===== src/pleg_pkg.sv =====
// ============================================================================
// pleg_pkg
// Shared widths, limits and codes for the piecewise-linear envelope gain.
// ============================================================================
`timescale 1ns / 1ps
`default_nettype none

package pleg_pkg;

    localparam int MAX_POINTS    = 16;
    localparam int POSITION_BITS = 24;

    localparam int IDX_W    = $clog2(MAX_POINTS);
    localparam int POS_W    = POSITION_BITS;
    localparam int MODE_W   = 2;
    localparam int SAMPLE_W = 16;
    localparam int PIDX_W   = 4;
    localparam int PPOS_W   = 24;
    localparam int GAIN_W   = 24;
    localparam int CFG_W    = 5;

    localparam int FRAC_BITS = 16;
    localparam int DIFF_W    = GAIN_W + 1;
    localparam int PROD_W    = DIFF_W + POS_W;
    localparam int QUO_W     = DIFF_W;
    localparam int GSUM_W    = QUO_W + 1;
    localparam int SCALE_W   = SAMPLE_W + GAIN_W;
    localparam int Y_W       = SCALE_W - FRAC_BITS;
    localparam int DCNT_W    = $clog2(QUO_W + 1);

    typedef enum logic [MODE_W-1:0] {
        MODE_SAMPLE  = 2'd0,
        MODE_LOAD    = 2'd1,
        MODE_RESTART = 2'd2,
        MODE_UNUSED  = 2'd3
    } t_mode;

endpackage

`default_nettype wire


===== src/pleg_if.sv =====
// ============================================================================
// pleg_if
// Valid/ready channels for input items and result items.
// ============================================================================
`timescale 1ns / 1ps
`default_nettype none

interface pleg_in_if;
    logic                                  valid;
    logic                                  ready;
    logic [pleg_pkg::MODE_W-1:0]           mode;
    logic signed [pleg_pkg::SAMPLE_W-1:0]  sample_in;
    logic [pleg_pkg::PIDX_W-1:0]           point_index;
    logic [pleg_pkg::PPOS_W-1:0]           point_position;
    logic signed [pleg_pkg::GAIN_W-1:0]    point_gain;

    modport source (
        output valid, mode, sample_in, point_index, point_position, point_gain,
        input  ready
    );
    modport sink (
        input  valid, mode, sample_in, point_index, point_position, point_gain,
        output ready
    );
endinterface

interface pleg_out_if;
    logic                                  valid;
    logic                                  ready;
    logic signed [pleg_pkg::SAMPLE_W-1:0]  sample_out;
    logic                                  saturated;

    modport source (
        output valid, sample_out, saturated,
        input  ready
    );
    modport sink (
        input  valid, sample_out, saturated,
        output ready
    );
endinterface

`default_nettype wire


===== src/pleg_bp_table.sv =====
// ============================================================================
// pleg_bp_table
// Breakpoint table: one write port, one read port, cleared by reset.
// ============================================================================
`timescale 1ns / 1ps
`default_nettype none

module pleg_bp_table (
    input  wire logic                               i_clk,
    input  wire logic                               i_rst_n,
    input  wire logic                               i_we,
    input  wire logic [pleg_pkg::IDX_W-1:0]         i_waddr,
    input  wire logic [pleg_pkg::POS_W-1:0]         i_wpos,
    input  wire logic signed [pleg_pkg::GAIN_W-1:0] i_wgain,
    input  wire logic [pleg_pkg::IDX_W-1:0]         i_raddr,
    output logic [pleg_pkg::POS_W-1:0]              o_rpos,
    output logic signed [pleg_pkg::GAIN_W-1:0]      o_rgain
);

    logic [pleg_pkg::POS_W-1:0]         r_pos  [pleg_pkg::MAX_POINTS];
    logic signed [pleg_pkg::GAIN_W-1:0] r_gain [pleg_pkg::MAX_POINTS];

    always_ff @(posedge i_clk) begin
        if (!i_rst_n) begin
            for (int j = 0; j < pleg_pkg::MAX_POINTS; j++) begin
                r_pos[j]  <= '0;
                r_gain[j] <= '0;
            end
        end else if (i_we) begin
            r_pos[i_waddr]  <= i_wpos;
            r_gain[i_waddr] <= i_wgain;
        end
    end

    assign o_rpos  = r_pos[i_raddr];
    assign o_rgain = r_gain[i_raddr];

endmodule

`default_nettype wire


===== src/pleg_div.sv =====
// ============================================================================
// pleg_div
// Iterative restoring divider, one quotient bit per cycle.
// Dividend high part must be below the divisor (quotient fits QUO_W bits).
// ============================================================================
`timescale 1ns / 1ps
`default_nettype none

module pleg_div (
    input  wire logic                          i_clk,
    input  wire logic                          i_rst_n,
    input  wire logic                          i_start,
    input  wire logic [pleg_pkg::PROD_W-1:0]   i_dividend,
    input  wire logic [pleg_pkg::POS_W-1:0]    i_divisor,
    output logic                               o_done,
    output logic [pleg_pkg::QUO_W-1:0]         o_quotient
);

    localparam int PW = pleg_pkg::POS_W;
    localparam int QW = pleg_pkg::QUO_W;

    logic [PW-1:0]               r_rem;
    logic [QW-1:0]               r_low;
    logic [PW-1:0]               r_den;
    logic [pleg_pkg::DCNT_W-1:0] r_cnt;
    logic                        r_done;

    logic [PW:0]   rem_sh;
    logic [PW:0]   rem_sub;
    logic          ge;
    logic [PW-1:0] n_rem;

    always_comb begin
        rem_sh  = {r_rem, r_low[QW-1]};
        rem_sub = rem_sh - {1'b0, r_den};
        ge      = rem_sh >= {1'b0, r_den};
        n_rem   = ge ? rem_sub[PW-1:0] : rem_sh[PW-1:0];
    end

    always_ff @(posedge i_clk) begin
        if (!i_rst_n) begin
            r_cnt  <= '0;
            r_done <= 1'b0;
        end else begin
            r_done <= 1'b0;
            if (i_start) begin
                r_rem <= i_dividend[pleg_pkg::PROD_W-1:QW];
                r_low <= i_dividend[QW-1:0];
                r_den <= i_divisor;
                r_cnt <= pleg_pkg::DCNT_W'(QW);
            end else if (r_cnt != '0) begin
                r_rem <= n_rem;
                r_low <= {r_low[QW-2:0], ge};
                r_cnt <= r_cnt - 1'b1;
                if (r_cnt == pleg_pkg::DCNT_W'(1)) begin
                    r_done <= 1'b1;
                end
            end
        end
    end

    assign o_done     = r_done;
    assign o_quotient = r_low;

endmodule

`default_nettype wire


===== src/piecewise_linear_envelope_gain.sv =====
// ============================================================================
// piecewise_linear_envelope_gain
// Scales audio samples by a piecewise-linear gain envelope.
// ============================================================================
// A sample item passes these steps from acceptance until its result is
// registered:
//   - a fetch of the first breakpoint;
//   - a linear scan of the breakpoint table, one entry per cycle, up to
//     points_in_use - 1 entries;
//   - a multiply step, which also starts the divider;
//   - the iterative divider: 25 quotient bits, then the done flag;
//   - the gain add, the sample scaling and the output load.
// A sample outside every segment skips the multiply, divider, gain add and
// scaling steps and goes from the scan straight to the output load.
// The next item is accepted once the sequencer is back in idle after the
// output load. Load, restart and unused-mode items are taken in idle and
// leave the sequencer idle. The input is ready only while
// the sequencer is idle. A finished result waits in the output register, so
// the next item can be accepted meanwhile. A later sample then holds in its
// output step until that register is free.
`timescale 1ns / 1ps
`default_nettype none

module piecewise_linear_envelope_gain (
    input  wire logic                         i_clk,
    input  wire logic                         i_rst_n,
    input  wire logic                         i_cfg_wr_en,
    input  wire logic [pleg_pkg::CFG_W-1:0]   i_cfg_wr_data,
    pleg_in_if.sink                           i_in,
    pleg_out_if.source                        o_out
);

    localparam int IW = pleg_pkg::IDX_W;
    localparam int PW = pleg_pkg::POS_W;
    localparam int GW = pleg_pkg::GAIN_W;
    localparam int SW = pleg_pkg::SAMPLE_W;

    typedef enum logic [7:0] {
        S_IDLE  = 8'b0000_0001,
        S_LOAD  = 8'b0000_0010,
        S_SCAN  = 8'b0000_0100,
        S_MUL   = 8'b0000_1000,
        S_DIV   = 8'b0001_0000,
        S_GAIN  = 8'b0010_0000,
        S_SCALE = 8'b0100_0000,
        S_PUSH  = 8'b1000_0000
    } t_state;

    t_state              r_state;
    logic [IW-1:0]       r_last;
    logic [PW-1:0]       r_counter;
    logic [IW-1:0]       r_idx;
    logic signed [SW-1:0] r_s;
    logic [PW-1:0]       r_p0;
    logic [PW-1:0]       r_p1;
    logic signed [GW-1:0] r_g0;
    logic signed [GW-1:0] r_g1;
    logic                r_neg;
    logic signed [GW-1:0] r_g;
    logic signed [SW-1:0] r_y;
    logic                r_sat;
    logic                r_out_valid;
    logic signed [SW-1:0] r_out_sample;
    logic                r_out_sat;

    logic                 in_accept;
    logic                 tbl_we;
    logic [PW-1:0]        rd_pos;
    logic signed [GW-1:0] rd_gain;

    logic [pleg_pkg::DIFF_W-1:0] gdiff;
    logic [pleg_pkg::DIFF_W-1:0] gmag;
    logic [PW-1:0]               num;
    logic [PW-1:0]               den;
    logic [pleg_pkg::PROD_W-1:0] prod;
    logic                        div_start;
    logic                        div_done;
    logic [pleg_pkg::QUO_W-1:0]  quo;

    logic [pleg_pkg::GSUM_W-1:0]   q_ext;
    logic [pleg_pkg::GSUM_W-1:0]   q_sgn;
    logic [pleg_pkg::GSUM_W-1:0]   gsum;
    logic signed [pleg_pkg::SCALE_W-1:0] scaled;
    logic [pleg_pkg::Y_W-1:0]      y;
    logic                          ovf;
    logic                          push_ok;
    logic                          push_fire;
    logic                          seg_hit;

    assign in_accept = i_in.valid && i_in.ready;
    assign i_in.ready = (r_state == S_IDLE);
    assign tbl_we = in_accept && (i_in.mode == pleg_pkg::MODE_LOAD)
                    && (32'(i_in.point_index) < pleg_pkg::MAX_POINTS);

    pleg_bp_table u_table (
        .i_clk   (i_clk),
        .i_rst_n (i_rst_n),
        .i_we    (tbl_we),
        .i_waddr (IW'(i_in.point_index)),
        .i_wpos  (PW'(i_in.point_position)),
        .i_wgain (i_in.point_gain),
        .i_raddr (r_idx),
        .o_rpos  (rd_pos),
        .o_rgain (rd_gain)
    );

    always_comb begin
        gdiff = {r_g1[GW-1], r_g1} - {r_g0[GW-1], r_g0};
        gmag  = gdiff[pleg_pkg::DIFF_W-1] ? (~gdiff + 1'b1) : gdiff;
        num   = r_counter - r_p0;
        den   = r_p1 - r_p0;
        prod  = pleg_pkg::PROD_W'(gmag) * pleg_pkg::PROD_W'(num);
    end

    assign div_start = (r_state == S_MUL);

    pleg_div u_div (
        .i_clk      (i_clk),
        .i_rst_n    (i_rst_n),
        .i_start    (div_start),
        .i_dividend (prod),
        .i_divisor  (den),
        .o_done     (div_done),
        .o_quotient (quo)
    );

    always_comb begin
        q_ext  = {1'b0, quo};
        q_sgn  = r_neg ? (~q_ext + 1'b1) : q_ext;
        gsum   = {{(pleg_pkg::GSUM_W-GW){r_g0[GW-1]}}, r_g0} + q_sgn;
        scaled = r_s * r_g;
        y      = scaled[pleg_pkg::SCALE_W-1:pleg_pkg::FRAC_BITS];
        ovf    = !((&y[pleg_pkg::Y_W-1:SW-1]) || !(|y[pleg_pkg::Y_W-1:SW-1]));
        seg_hit = (r_p0 <= r_counter) && (r_counter < rd_pos);
        push_ok = !r_out_valid || o_out.ready;
    end

    assign push_fire = (r_state == S_PUSH) && push_ok;

    always_ff @(posedge i_clk) begin
        if (!i_rst_n) begin
            r_last <= IW'(1);
        end else if (i_cfg_wr_en) begin
            if (32'(i_cfg_wr_data) < 2) begin
                r_last <= IW'(1);
            end else if (32'(i_cfg_wr_data) > pleg_pkg::MAX_POINTS) begin
                r_last <= IW'(pleg_pkg::MAX_POINTS - 1);
            end else begin
                r_last <= IW'(i_cfg_wr_data - 1'b1);
            end
        end
    end

    always_ff @(posedge i_clk) begin
        if (!i_rst_n) begin
            r_state     <= S_IDLE;
            r_counter   <= '0;
            r_idx       <= '0;
            r_out_valid <= 1'b0;
        end else begin
            if (push_fire) begin
                r_out_valid <= 1'b1;
            end else if (o_out.ready) begin
                r_out_valid <= 1'b0;
            end
            case (r_state)
                S_IDLE: begin
                    if (in_accept) begin
                        case (i_in.mode)
                            pleg_pkg::MODE_SAMPLE: begin
                                r_s     <= i_in.sample_in;
                                r_idx   <= '0;
                                r_state <= S_LOAD;
                            end
                            pleg_pkg::MODE_RESTART: begin
                                r_counter <= '0;
                            end
                            default: begin
                            end
                        endcase
                    end
                end
                S_LOAD: begin
                    r_p0    <= rd_pos;
                    r_g0    <= rd_gain;
                    r_idx   <= IW'(1);
                    r_state <= S_SCAN;
                end
                S_SCAN: begin
                    if (seg_hit) begin
                        r_p1    <= rd_pos;
                        r_g1    <= rd_gain;
                        r_state <= S_MUL;
                    end else if (r_idx == r_last) begin
                        r_y     <= r_s;
                        r_sat   <= 1'b0;
                        r_state <= S_PUSH;
                    end else begin
                        r_p0  <= rd_pos;
                        r_g0  <= rd_gain;
                        r_idx <= r_idx + 1'b1;
                    end
                end
                S_MUL: begin
                    r_neg   <= gdiff[pleg_pkg::DIFF_W-1];
                    r_state <= S_DIV;
                end
                S_DIV: begin
                    if (div_done) begin
                        r_state <= S_GAIN;
                    end
                end
                S_GAIN: begin
                    r_g     <= gsum[GW-1:0];
                    r_state <= S_SCALE;
                end
                S_SCALE: begin
                    r_sat <= ovf;
                    if (ovf) begin
                        r_y <= y[pleg_pkg::Y_W-1] ? {1'b1, {(SW-1){1'b0}}}
                                                  : {1'b0, {(SW-1){1'b1}}};
                    end else begin
                        r_y <= y[SW-1:0];
                    end
                    r_state <= S_PUSH;
                end
                S_PUSH: begin
                    if (push_ok) begin
                        r_out_sample <= r_y;
                        r_out_sat    <= r_sat;
                        r_counter    <= r_counter + 1'b1;
                        r_state      <= S_IDLE;
                    end
                end
                default: begin
                    r_state <= S_IDLE;
                end
            endcase
        end
    end

    assign o_out.valid      = r_out_valid;
    assign o_out.sample_out = r_out_sample;
    assign o_out.saturated  = r_out_sat;

endmodule

`default_nettype wire

===== src/flat_wrapper.sv =====
// flat-port wrapper written by rule: the top's interface ports become plain ports
module piecewise_linear_envelope_gain_flat 
  (i_clk, i_rst_n, i_cfg_wr_en, i_cfg_wr_data, i_in_valid, i_in_mode, i_in_sample_in, i_in_point_index, i_in_point_position, i_in_point_gain, i_in_ready, o_out_valid, o_out_sample_out, o_out_saturated, o_out_ready);
  pleg_in_if i_in_i ();
  pleg_out_if o_out_i ();
  input  wire logic i_clk;
  input  wire logic i_rst_n;
  input  wire logic i_cfg_wr_en;
  input  wire logic [pleg_pkg::CFG_W-1:0] i_cfg_wr_data;
  input wire logic [$bits(i_in_i.valid)-1:0] i_in_valid;
  input wire logic [$bits(i_in_i.mode)-1:0] i_in_mode;
  input wire logic [$bits(i_in_i.sample_in)-1:0] i_in_sample_in;
  input wire logic [$bits(i_in_i.point_index)-1:0] i_in_point_index;
  input wire logic [$bits(i_in_i.point_position)-1:0] i_in_point_position;
  input wire logic [$bits(i_in_i.point_gain)-1:0] i_in_point_gain;
  output wire logic [$bits(i_in_i.ready)-1:0] i_in_ready;
  output wire logic [$bits(o_out_i.valid)-1:0] o_out_valid;
  output wire logic [$bits(o_out_i.sample_out)-1:0] o_out_sample_out;
  output wire logic [$bits(o_out_i.saturated)-1:0] o_out_saturated;
  input wire logic [$bits(o_out_i.ready)-1:0] o_out_ready;
  assign i_in_i.valid = i_in_valid;
  assign i_in_i.mode = i_in_mode;
  assign i_in_i.sample_in = i_in_sample_in;
  assign i_in_i.point_index = i_in_point_index;
  assign i_in_i.point_position = i_in_point_position;
  assign i_in_i.point_gain = i_in_point_gain;
  assign i_in_ready = i_in_i.ready;
  assign o_out_valid = o_out_i.valid;
  assign o_out_sample_out = o_out_i.sample_out;
  assign o_out_saturated = o_out_i.saturated;
  assign o_out_i.ready = o_out_ready;
  piecewise_linear_envelope_gain u_core (.i_clk(i_clk), .i_rst_n(i_rst_n), .i_cfg_wr_en(i_cfg_wr_en), .i_cfg_wr_data(i_cfg_wr_data), .i_in(i_in_i), .o_out(o_out_i));
endmodule

===== config.mk =====
export PLATFORM = sky130hd
export DESIGN_NAME = piecewise_linear_envelope_gain_flat
export DESIGN_NICKNAME = d
export VERILOG_FILES = /design/src/pleg_pkg.sv /design/src/pleg_if.sv /design/src/pleg_bp_table.sv /design/src/pleg_div.sv /design/src/piecewise_linear_envelope_gain.sv /design/src/flat_wrapper.sv
export SDC_FILE = /design/constraint.sdc
export NUM_CORES = 2
export LEC_CHECK = 0
export BUFFER_PORTS_ARGS = -buffer_cell sky130_fd_sc_hd__buf_2
export CAP_MARGIN = 10
export CORE_ASPECT_RATIO = 0.75
export CORE_UTILIZATION = 60
export DETAILED_ROUTE_END_ITERATION = 16
export MAX_ROUTING_LAYER = met4
export PLACE_DENSITY = 0.78
export SLEW_MARGIN = 15
export SYNTH_ARGS = -nofsm -noshare
export SYNTH_HDL_FRONTEND = slang
export SYNTH_SLANG_ARGS = --single-unit
export TNS_END_PERCENT = 50

===== constraint.sdc =====
create_clock -name i_clk -period 12.08 [get_ports i_clk]
set_clock_uncertainty 0.15 [all_clocks]
set_input_delay 1.812 -clock i_clk [delete_from_list [all_inputs] [get_ports i_clk]]
set_output_delay 1.812 -clock i_clk [all_outputs]
set_load 0.01 [all_outputs]

### After elaboration in Yosys (flattened, before gate mapping)

Memories as Yosys holds them, arrays and structs flattened. A register that Yosys moved wholly into a read port is not among the register bits.
Index checks and enable logic that the tools add are counted.

* register bits after elaboration: 291
* RAM bits: 768
* input port bits: 80
* output and inout port bits: 19
* word-level logic and storage cells: 159
* memories: 2

* $add $sub $neg: 11
* multipliers: 2
* order comparisons: 5
* eq/ne operators: 21
* multiplexer cells: 58
* bitwise gates (word level): 4
* reductions and logical operators: 34

Memories
* u_core.u_table.r_gain: depth 16, bits a word 24, rd ports 1, clocked after Yosys merged registers in 1, write ports 16, RTL line pleg_bp_table.sv:21 `logic signed [pleg_pkg::GAIN_W-1:0] r_gain [pleg_pkg::MAX_POINTS];`
* u_core.u_table.r_pos: depth 16, bits a word 24, rd ports 1, clocked after Yosys merged registers in 1, write ports 16, RTL line pleg_bp_table.sv:20 `logic [pleg_pkg::POS_W-1:0] r_pos [pleg_pkg::MAX_POINTS];`

Operators with widths (number)
* 2-to-1 mux 24 bit: 13
* case mux 24 bit (2 select lines): 3
* 2-to-1 mux 25 bit: 3
* subtractor 24 bit: 3
* 2-to-1 mux 16 bit: 4
* case mux 8 bit (8 select lines): 1
* multiplier 25 x 24 -> 49 bit: 1
* adder 24 x 1 -> 24 bit, second input constant: 2
* 2-to-1 mux 4 bit: 12
* 2-to-1 mux 8 bit: 6
* OR reduction 24 bit: 2
* multiplier 16 x 24 -> 40 bit: 1
* case mux 16 bit (2 select lines): 1
* adder 25 x 1 -> 25 bit, second input constant: 1
* >= comparator 25 x 24 -> 1 bit: 1
* inverter 25 bit: 1
* subtractor 24 x 24 -> 25 bit: 1
* adder 24 bit: 1
* less-or-equal comparator 24 bit: 1
* < comparator 24 bit: 1
* inverter 24 bit: 1
* AND reduction 4 bit: 4
* != test 2 bit, second input constant: 6
* case mux 4 bit (3 select lines): 1
* other kinds (37): 64

### Depth between registers and ports, before layout

* word-level depth: 8
* depth in mapped cells: 42
* mapped depth without buffers: 40

### Hierarchy

From an unflattened synthesis, not the netlist that was laid out.

* cells, all modules: 7675
* area, all modules: 85495.7 um^2

By module, submodules not included
* piecewise_linear_envelope_gain: instances 1, cells an instance 5151, area an instance 46490.8 um^2, seq. area each 5955.7 um^2
* pleg_bp_table: instances 1, cells an instance 2108, area an instance 34177.8 um^2, seq. area each 23062.1 um^2
* pleg_div: instances 1, cells an instance 416, area an instance 4827.1 um^2, seq. area each 2312.2 um^2

### Worst setup path before layout

No wires, ideal clock.

* path kind: register to register
* start point: reg u_core.r_g0[0]
* end point: reg u_core.u_div.r_rem[23], data pin
* setup time: 0.268 ns
* arrival time: 10.272 ns
* data required time: 11.662 ns
* path slack: 1.390 ns
* cell stages (with the launch flop): 40
* path buffers: 3
* clock period less this slack: 10.690 ns
* cell sequence: edfxtp_1 ha_1 fa_1 nand2b_1 a21boi_1 o21ai_1 nor4b_1 a2111oi_4 nand2_1 or4_1 buf_2 or4_4 o2bb2ai_1 xor2_1 clkbuf_1 nor2_1 fa_1 inv_1 [... 4 more ...] fa_1 fa_1 inv_1 fa_1 inv_1 ha_1 clkbuf_1 a21o_1 a21o_1 a21o_1 a2111oi_0 o211a_1 a21oi_1 a311oi_1 o21ai_0 a21oi_1 xnor2_1 o22ai_1

* longest elaborated chain between the ends: 6

RTL lines
* start, declared: RTL line piecewise_linear_envelope_gain.sv:56 `logic signed [GW-1:0] r_g0;`
* start signal, assigned: RTL line piecewise_linear_envelope_gain.sv:185 `r_g0 <= rd_gain;`
* start signal, assigned: RTL line piecewise_linear_envelope_gain.sv:200 `r_g0 <= rd_gain;`
* subtractor 24 x 24 -> 25 bit *: RTL line piecewise_linear_envelope_gain.sv:108 `gdiff = {r_g1[GW-1], r_g1} - {r_g0[GW-1], r_g0};`
* inverter 25 bit: RTL line piecewise_linear_envelope_gain.sv:109 `gmag = gdiff[pleg_pkg::DIFF_W-1] ? (~gdiff + 1'b1) : gdiff;`
* adder 25 x 1 -> 25 bit: RTL line piecewise_linear_envelope_gain.sv:109
* 2-to-1 mux 25 bit *: RTL line piecewise_linear_envelope_gain.sv:109
* multiplier 25 x 24 -> 49 bit *: RTL line piecewise_linear_envelope_gain.sv:112 `prod = pleg_pkg::PROD_W'(gmag) * pleg_pkg::PROD_W'(num);`
* 2-to-1 mux 24 bit *: RTL line pleg_div.sv:46 `if (i_start) begin`
* end signal, assigned: RTL line pleg_div.sv:47 `r_rem <= i_dividend[pleg_pkg::PROD_W-1:QW];`
* end signal, assigned: RTL line pleg_div.sv:52 `r_rem <= n_rem;`
* end, declared: RTL line pleg_div.sv:22 `logic [PW-1:0] r_rem;`

Mark *: on every way between the ends. The rest lies on a longest branch, timed or not.
A chain may end at the register's enable or synchronous reset.

### Worst setup path after layout

Same ends and word-level chain as after synthesis.

==> results.md <==
Global routing:
- The maximum number of pins on one net before global-route repair is ~120.
- The total grt overflow is 0.
- The initial antenna violation count is 24.
- The via count of the first global-routing pass came to roughly 60000.
- The first-pass GRT wire length is about 360000 µm.
- In the global route stage, overall resource usage came out at roughly a third.

Timing:
- The number of max-slew violations in the final report was 0.
- For the pin with the worst max-slew slack, the measured transition is 1.28 ns.
- The final setup violation count is 0.
- The relative slew slack is between 10 and 15%.
- Setup repair after global routing left no endpoint under its margin.
- The final critical delay including setup and external delays is 11.50 ns.
- Derived from the worst setup path, the maximum achievable clock frequency is between 80 and 90 MHz.
- The share of the cycle needed by the critical path after routing is between 90% and 100%.
- The final hold violation count was 0.

Status:
- The flow ran to the end, and the final reports show no timing, DRC or antenna violations.

Critical path:
- The number of cells on the worst reg-to-reg path is 38.
- At the worst endpoint, the required time is approximately 12 ns.
- The slowest stage of the critical path is the o31ai_2 cell.
- The largest driver fanout on the critical path is 14.
- The endpoint identified for the worst register-to-register timing path is u_core.u_div.r_rem[23].
- The largest single stage delay on the critical path is around 0.66 ns.
- The cell seen most often among critical-path stages is fa_1.
- Setup slack on the worst reg-to-reg path comes out at roughly 0.6 ns.
- The buffer and inverter count on the worst path is 7.
- The startpoint class of the critical path is a register.
- The element type at the critical path end is a register.
- The family with the most delay on the worst path is adder cells.
- The worst register-to-register path begins at u_core.r_g0[0].
- Data arrives at the worst endpoint at ~12 ns.
- The worst setup path is of the reg2reg kind.

Synth:
- The prevailing post-synth register cell is edfxtp_1.
- Yosys mapped a number of flops with a built-in enable equal to roughly 1000.
- The mean post-synth cell area is around 11 µm².
- Yosys mapped the design onto between 80 and 90 distinct sky130hd cell types.
- The Yosys step of the flow raised 0 warnings.
- When the netlist entered floorplanning its net count stood at slightly below 9000.
- Synthesis produced between 7000 and 8000 cells.
- In this run the cell area of the synthesized design comes to approximately 85000 µm².
- Of all flip-flops after synthesis, the portion carrying an async set or reset was 0%.
- After synthesis, flip-flops and latches occupy a little under two fifths of the total area.
- The synthesized design contains 1063 register bits.

Power:
- VDD sags by at most between 0.1 and 0.15 mV.
- Per report_power, the combinational group accounts for roughly 31% of the total.
- The analysis attributes to net switching a power of around 0.0038 W.
- Net switching is around a third of the power.
- The total power density per cell area is roughly 120 nW/µm².
- The total internal power is around 0.0075 W.
- Power comes to around 0.011 W.
- Of the total power, registers draw between 30 and 40%.
- The power share of the clock group is 29.9%.
- The static leakage is 38.9 nW.

Placement:
- The wire-length estimate of the detail-placed layout is 164000 µm.
- The number of placed cells counting well taps is slightly above 9000.
- The routability congestion estimate is 0.979.
- The port buffer count is between 90 and 100.

Clock tree:
- The total number of H-tree levels is 3.
- The cell at the root of the clock tree is clkbuf_16.
- TritonCTS built the clock tree.
- The clock net in this run drives a total of between 1000 and 1500 sinks.
- At the later pin of the worst-skew pair, clock insertion delay measures roughly 0.74 ns.
- After clock tree synthesis, the clock-pin slew on the worst setup and hold paths is 0.07 ns.
- The maximum buffer depth of the clock tree is 3.
- Counting the buffers created by CTS gives approximately 110.

Hold path:
- The worst hold path terminates at u_core.o_out.sample_out[8].
- The worst hold path stage count is 0.
- The launch instance of the worst min-delay path is u_core.r_y[8].
- In this run the worst hold path is classified as reg2reg.

Routing:
- The remaining antenna violation count after routing is 0.
- The average routed wire per standard cell is 24.6 µm.
- The average vias per placed instance is about 6.
- The routed layout has slightly below 60000 vias.
- For this run, the detailed router's first-pass iteration total came to 6.
- The overall routed net length is 234000 µm.
- The detailed router's first-iteration violation count is between 6000 and 7000.
- For this run, design rule violations remaining after detail routing come to 0.

Finish:
- The count of cells in the finished layout, fillers not included, comes to 9500.
- Relative to the synthesized area, the layout overhead comes to 7.95%.
- For this run, the post-layout net count is just under 9000.
- Cells with a size suffix above 1 make up approximately 10% of the layout.
- The library cell used most frequently in the layout, excluding fill and tap cells, is inv_1.
- The top cell types in the final layout, fill and taps aside, are 1133 x inv_1, 1012 x edfxtp_1, 961 x and2_1, 882 x fa_1, 659 x nand2_1.

Die:
- The die span in y is roughly 330 µm.
- The top-level I/O count is just under 100.
- The row count is between 100 and 150.
- The die footprint is around 140000 µm².
- For this configuration, the core starts out at a cell density of between 60% and 70%.
- The die width is approximately 440 µm.
- The area of the core region is approximately 140000 µm².

Flow run:
- The tool flagged a number of max-cap violations equal to 0.
-- power by group through the flow --
stage / Sequential [W] / Clock (W) / Combinational (W)
3_5_place_dp: 0.00449 / 0 / 0.00339
3_3_place_gp: 0.00448 / 0 / 0.00332
2_1_floorplan: 0.00445 / 0 / 0.00245
5_1_grt: 0.00443 / 0.00351 / 0.00385
6_report: 0.00442 / 0.00336 / 0.00348
4_1_cts: 0.00441 / 0.00339 / 0.00342
-- layer usage --
layer  GRT usage (%)  vias up  wire, µm
li1                -    24800         -
met1            49.1    29200     95000
met2            51.2     3280    105000
met3            7.18      403     27500
met4            9.31        0      6640
met5               -        -         0
-- through the flow --
stage	cell area [µm²]	setup slack [ns]	setup TNS [ns]	util, %	hold WS [ns]
final	91700	0.584	0	65.3	0.263
after global placement	88000	-0.120	-0.125	62.7	0.251
after global routing	91700	0.0202	0	65.3	0.271
after detailed placement	88000	0.236	0	62.7	0.255
after CTS	91600	0.212	0	65.2	0.256
after floorplan	84900	1.39	0	-	0.250
-- cell usage after synthesis (all sizes together) (8+ instances only) --
library cell,count,area share (%)
nand2,659,2.9
or3,49,0.37
a31oi,16,0.12
inv,1133,5.0
xnor2,165,1.7
o31ai,23,0.20
and3,24,0.18
mux2i,25,0.29
dfxtp,51,1.2
o41ai,8,0.083
ha,419,6.2
o211ai,12,0.11
a21boi,20,0.18
nand2b,66,0.49
or4,12,0.11
edfxtp,1012,36
o311ai,9,0.093
buf,29,0.14
a311oi,14,0.14
and2,962,7.1
nand4,32,0.24
nor2b,31,0.23
fa,882,21
nor3b,8,0.071
a21o,100,0.88
mux4,240,6.4
a211o,9,0.093
nor4,12,0.088
xor2,88,0.91
nor2,373,1.6
or2,14,0.10
o21a,21,0.19
o21bai,12,0.11
nor3,69,0.41
a211oi,18,0.16
nand3,57,0.34
a21oi,225,1.3
o21ai,174,1.0
clkbuf,344,1.5
-- registers in the layout (all words and copies together), names as in the netlist, 4 cells and up, named ones only --
signal / count
u_core.r_idx: 4
u_core.r_s: 16
u_core.u_div.r_cnt: 5
u_core.r_counter: 24
u_core.u_div.r_den: 24
u_core.r_g: 24
u_core.u_table.r_pos: 384
u_core.u_table.r_gain: 384
u_core.r_p0: 24
u_core.r_g0: 24
u_core.u_div.r_rem: 24
u_core.r_p1: 24
u_core.u_div.o_quotient: 25
u_core.r_g1: 24
u_core.r_last: 4
u_core.r_y: 16
u_core.r_state: 8
u_core.o_out.sample_out: 16
-- worst max-delay path by stage --
stage,start,end,slack [ns],cells after the start
2_1_floorplan,u_core.r_g0[0],u_core.u_div.r_rem[23],1.39,39
3_5_place_dp,u_core.r_g0[0],u_core.u_div.r_rem[23],0.24,38
5_1_grt,u_core.r_g0[0],u_core.u_div.r_rem[21],0.02,40
6_report,u_core.r_g0[0],u_core.u_div.r_rem[23],0.58,38
4_1_cts,u_core.r_g0[0],u_core.u_div.r_rem[23],0.21,38
3_3_place_gp,u_core.r_g0[0],u_core.u_div.r_rem[23],-0.12,38
-- worst register-to-register path: cells and delay by family (launching register included) --
kind	cells	cell delay (ns)
adder cells (fa/ha/maj)	10	4.54
AO/OA/AOI/OAI	11	2.76
AND/OR/NAND/NOR	8	2.18
buffers and inverters	7	0.86
flip-flops	1	0.40
XOR/XNOR	2	0.35
-- kinds of logic (layout without fill, tap and decap cells) --
logic type	after synthesis	count (layout)	share of synthesized area, %
DFF	1063	1063	37.0
other	0	11	0
muxes	268	268	6.70
and+or+nand+nor	2398	2398	14.6
AOI/OAI and AO/OA	732	732	5.47
xor gates and xnor gates	253	253	2.61
buffers and inverters	1507	1599	6.67
adders and majority gates	1301	1301	27.0
-- final cells by class --
| cell class | instances | area, µm² |
|---|---|---|
| Sequential cell | 1063 | 31400 |
| Timing Repair Buffer | 264 | 1750 |
| Antenna cell | 11 | 27.5 |
| Clock inverter | 81 | 782 |
| Tap cell | 1875 | 2350 |
| Inverter | 1134 | 4260 |
| Clock buffer | 120 | 2770 |
| Multi-Input combinational cell | 4952 | 48300 |
| Fill cell | 10500 | 48700 |
-- repair_timing --
item                                    4_1_cts  5_1_grt
hold endpoints to repair                      0        0
gates resized for setup                       0        9
hold buffers                                  0        0
setup buffers                                 0        2
endpoints found under the setup margin        0        8
(Power assumes the default switching activity.)
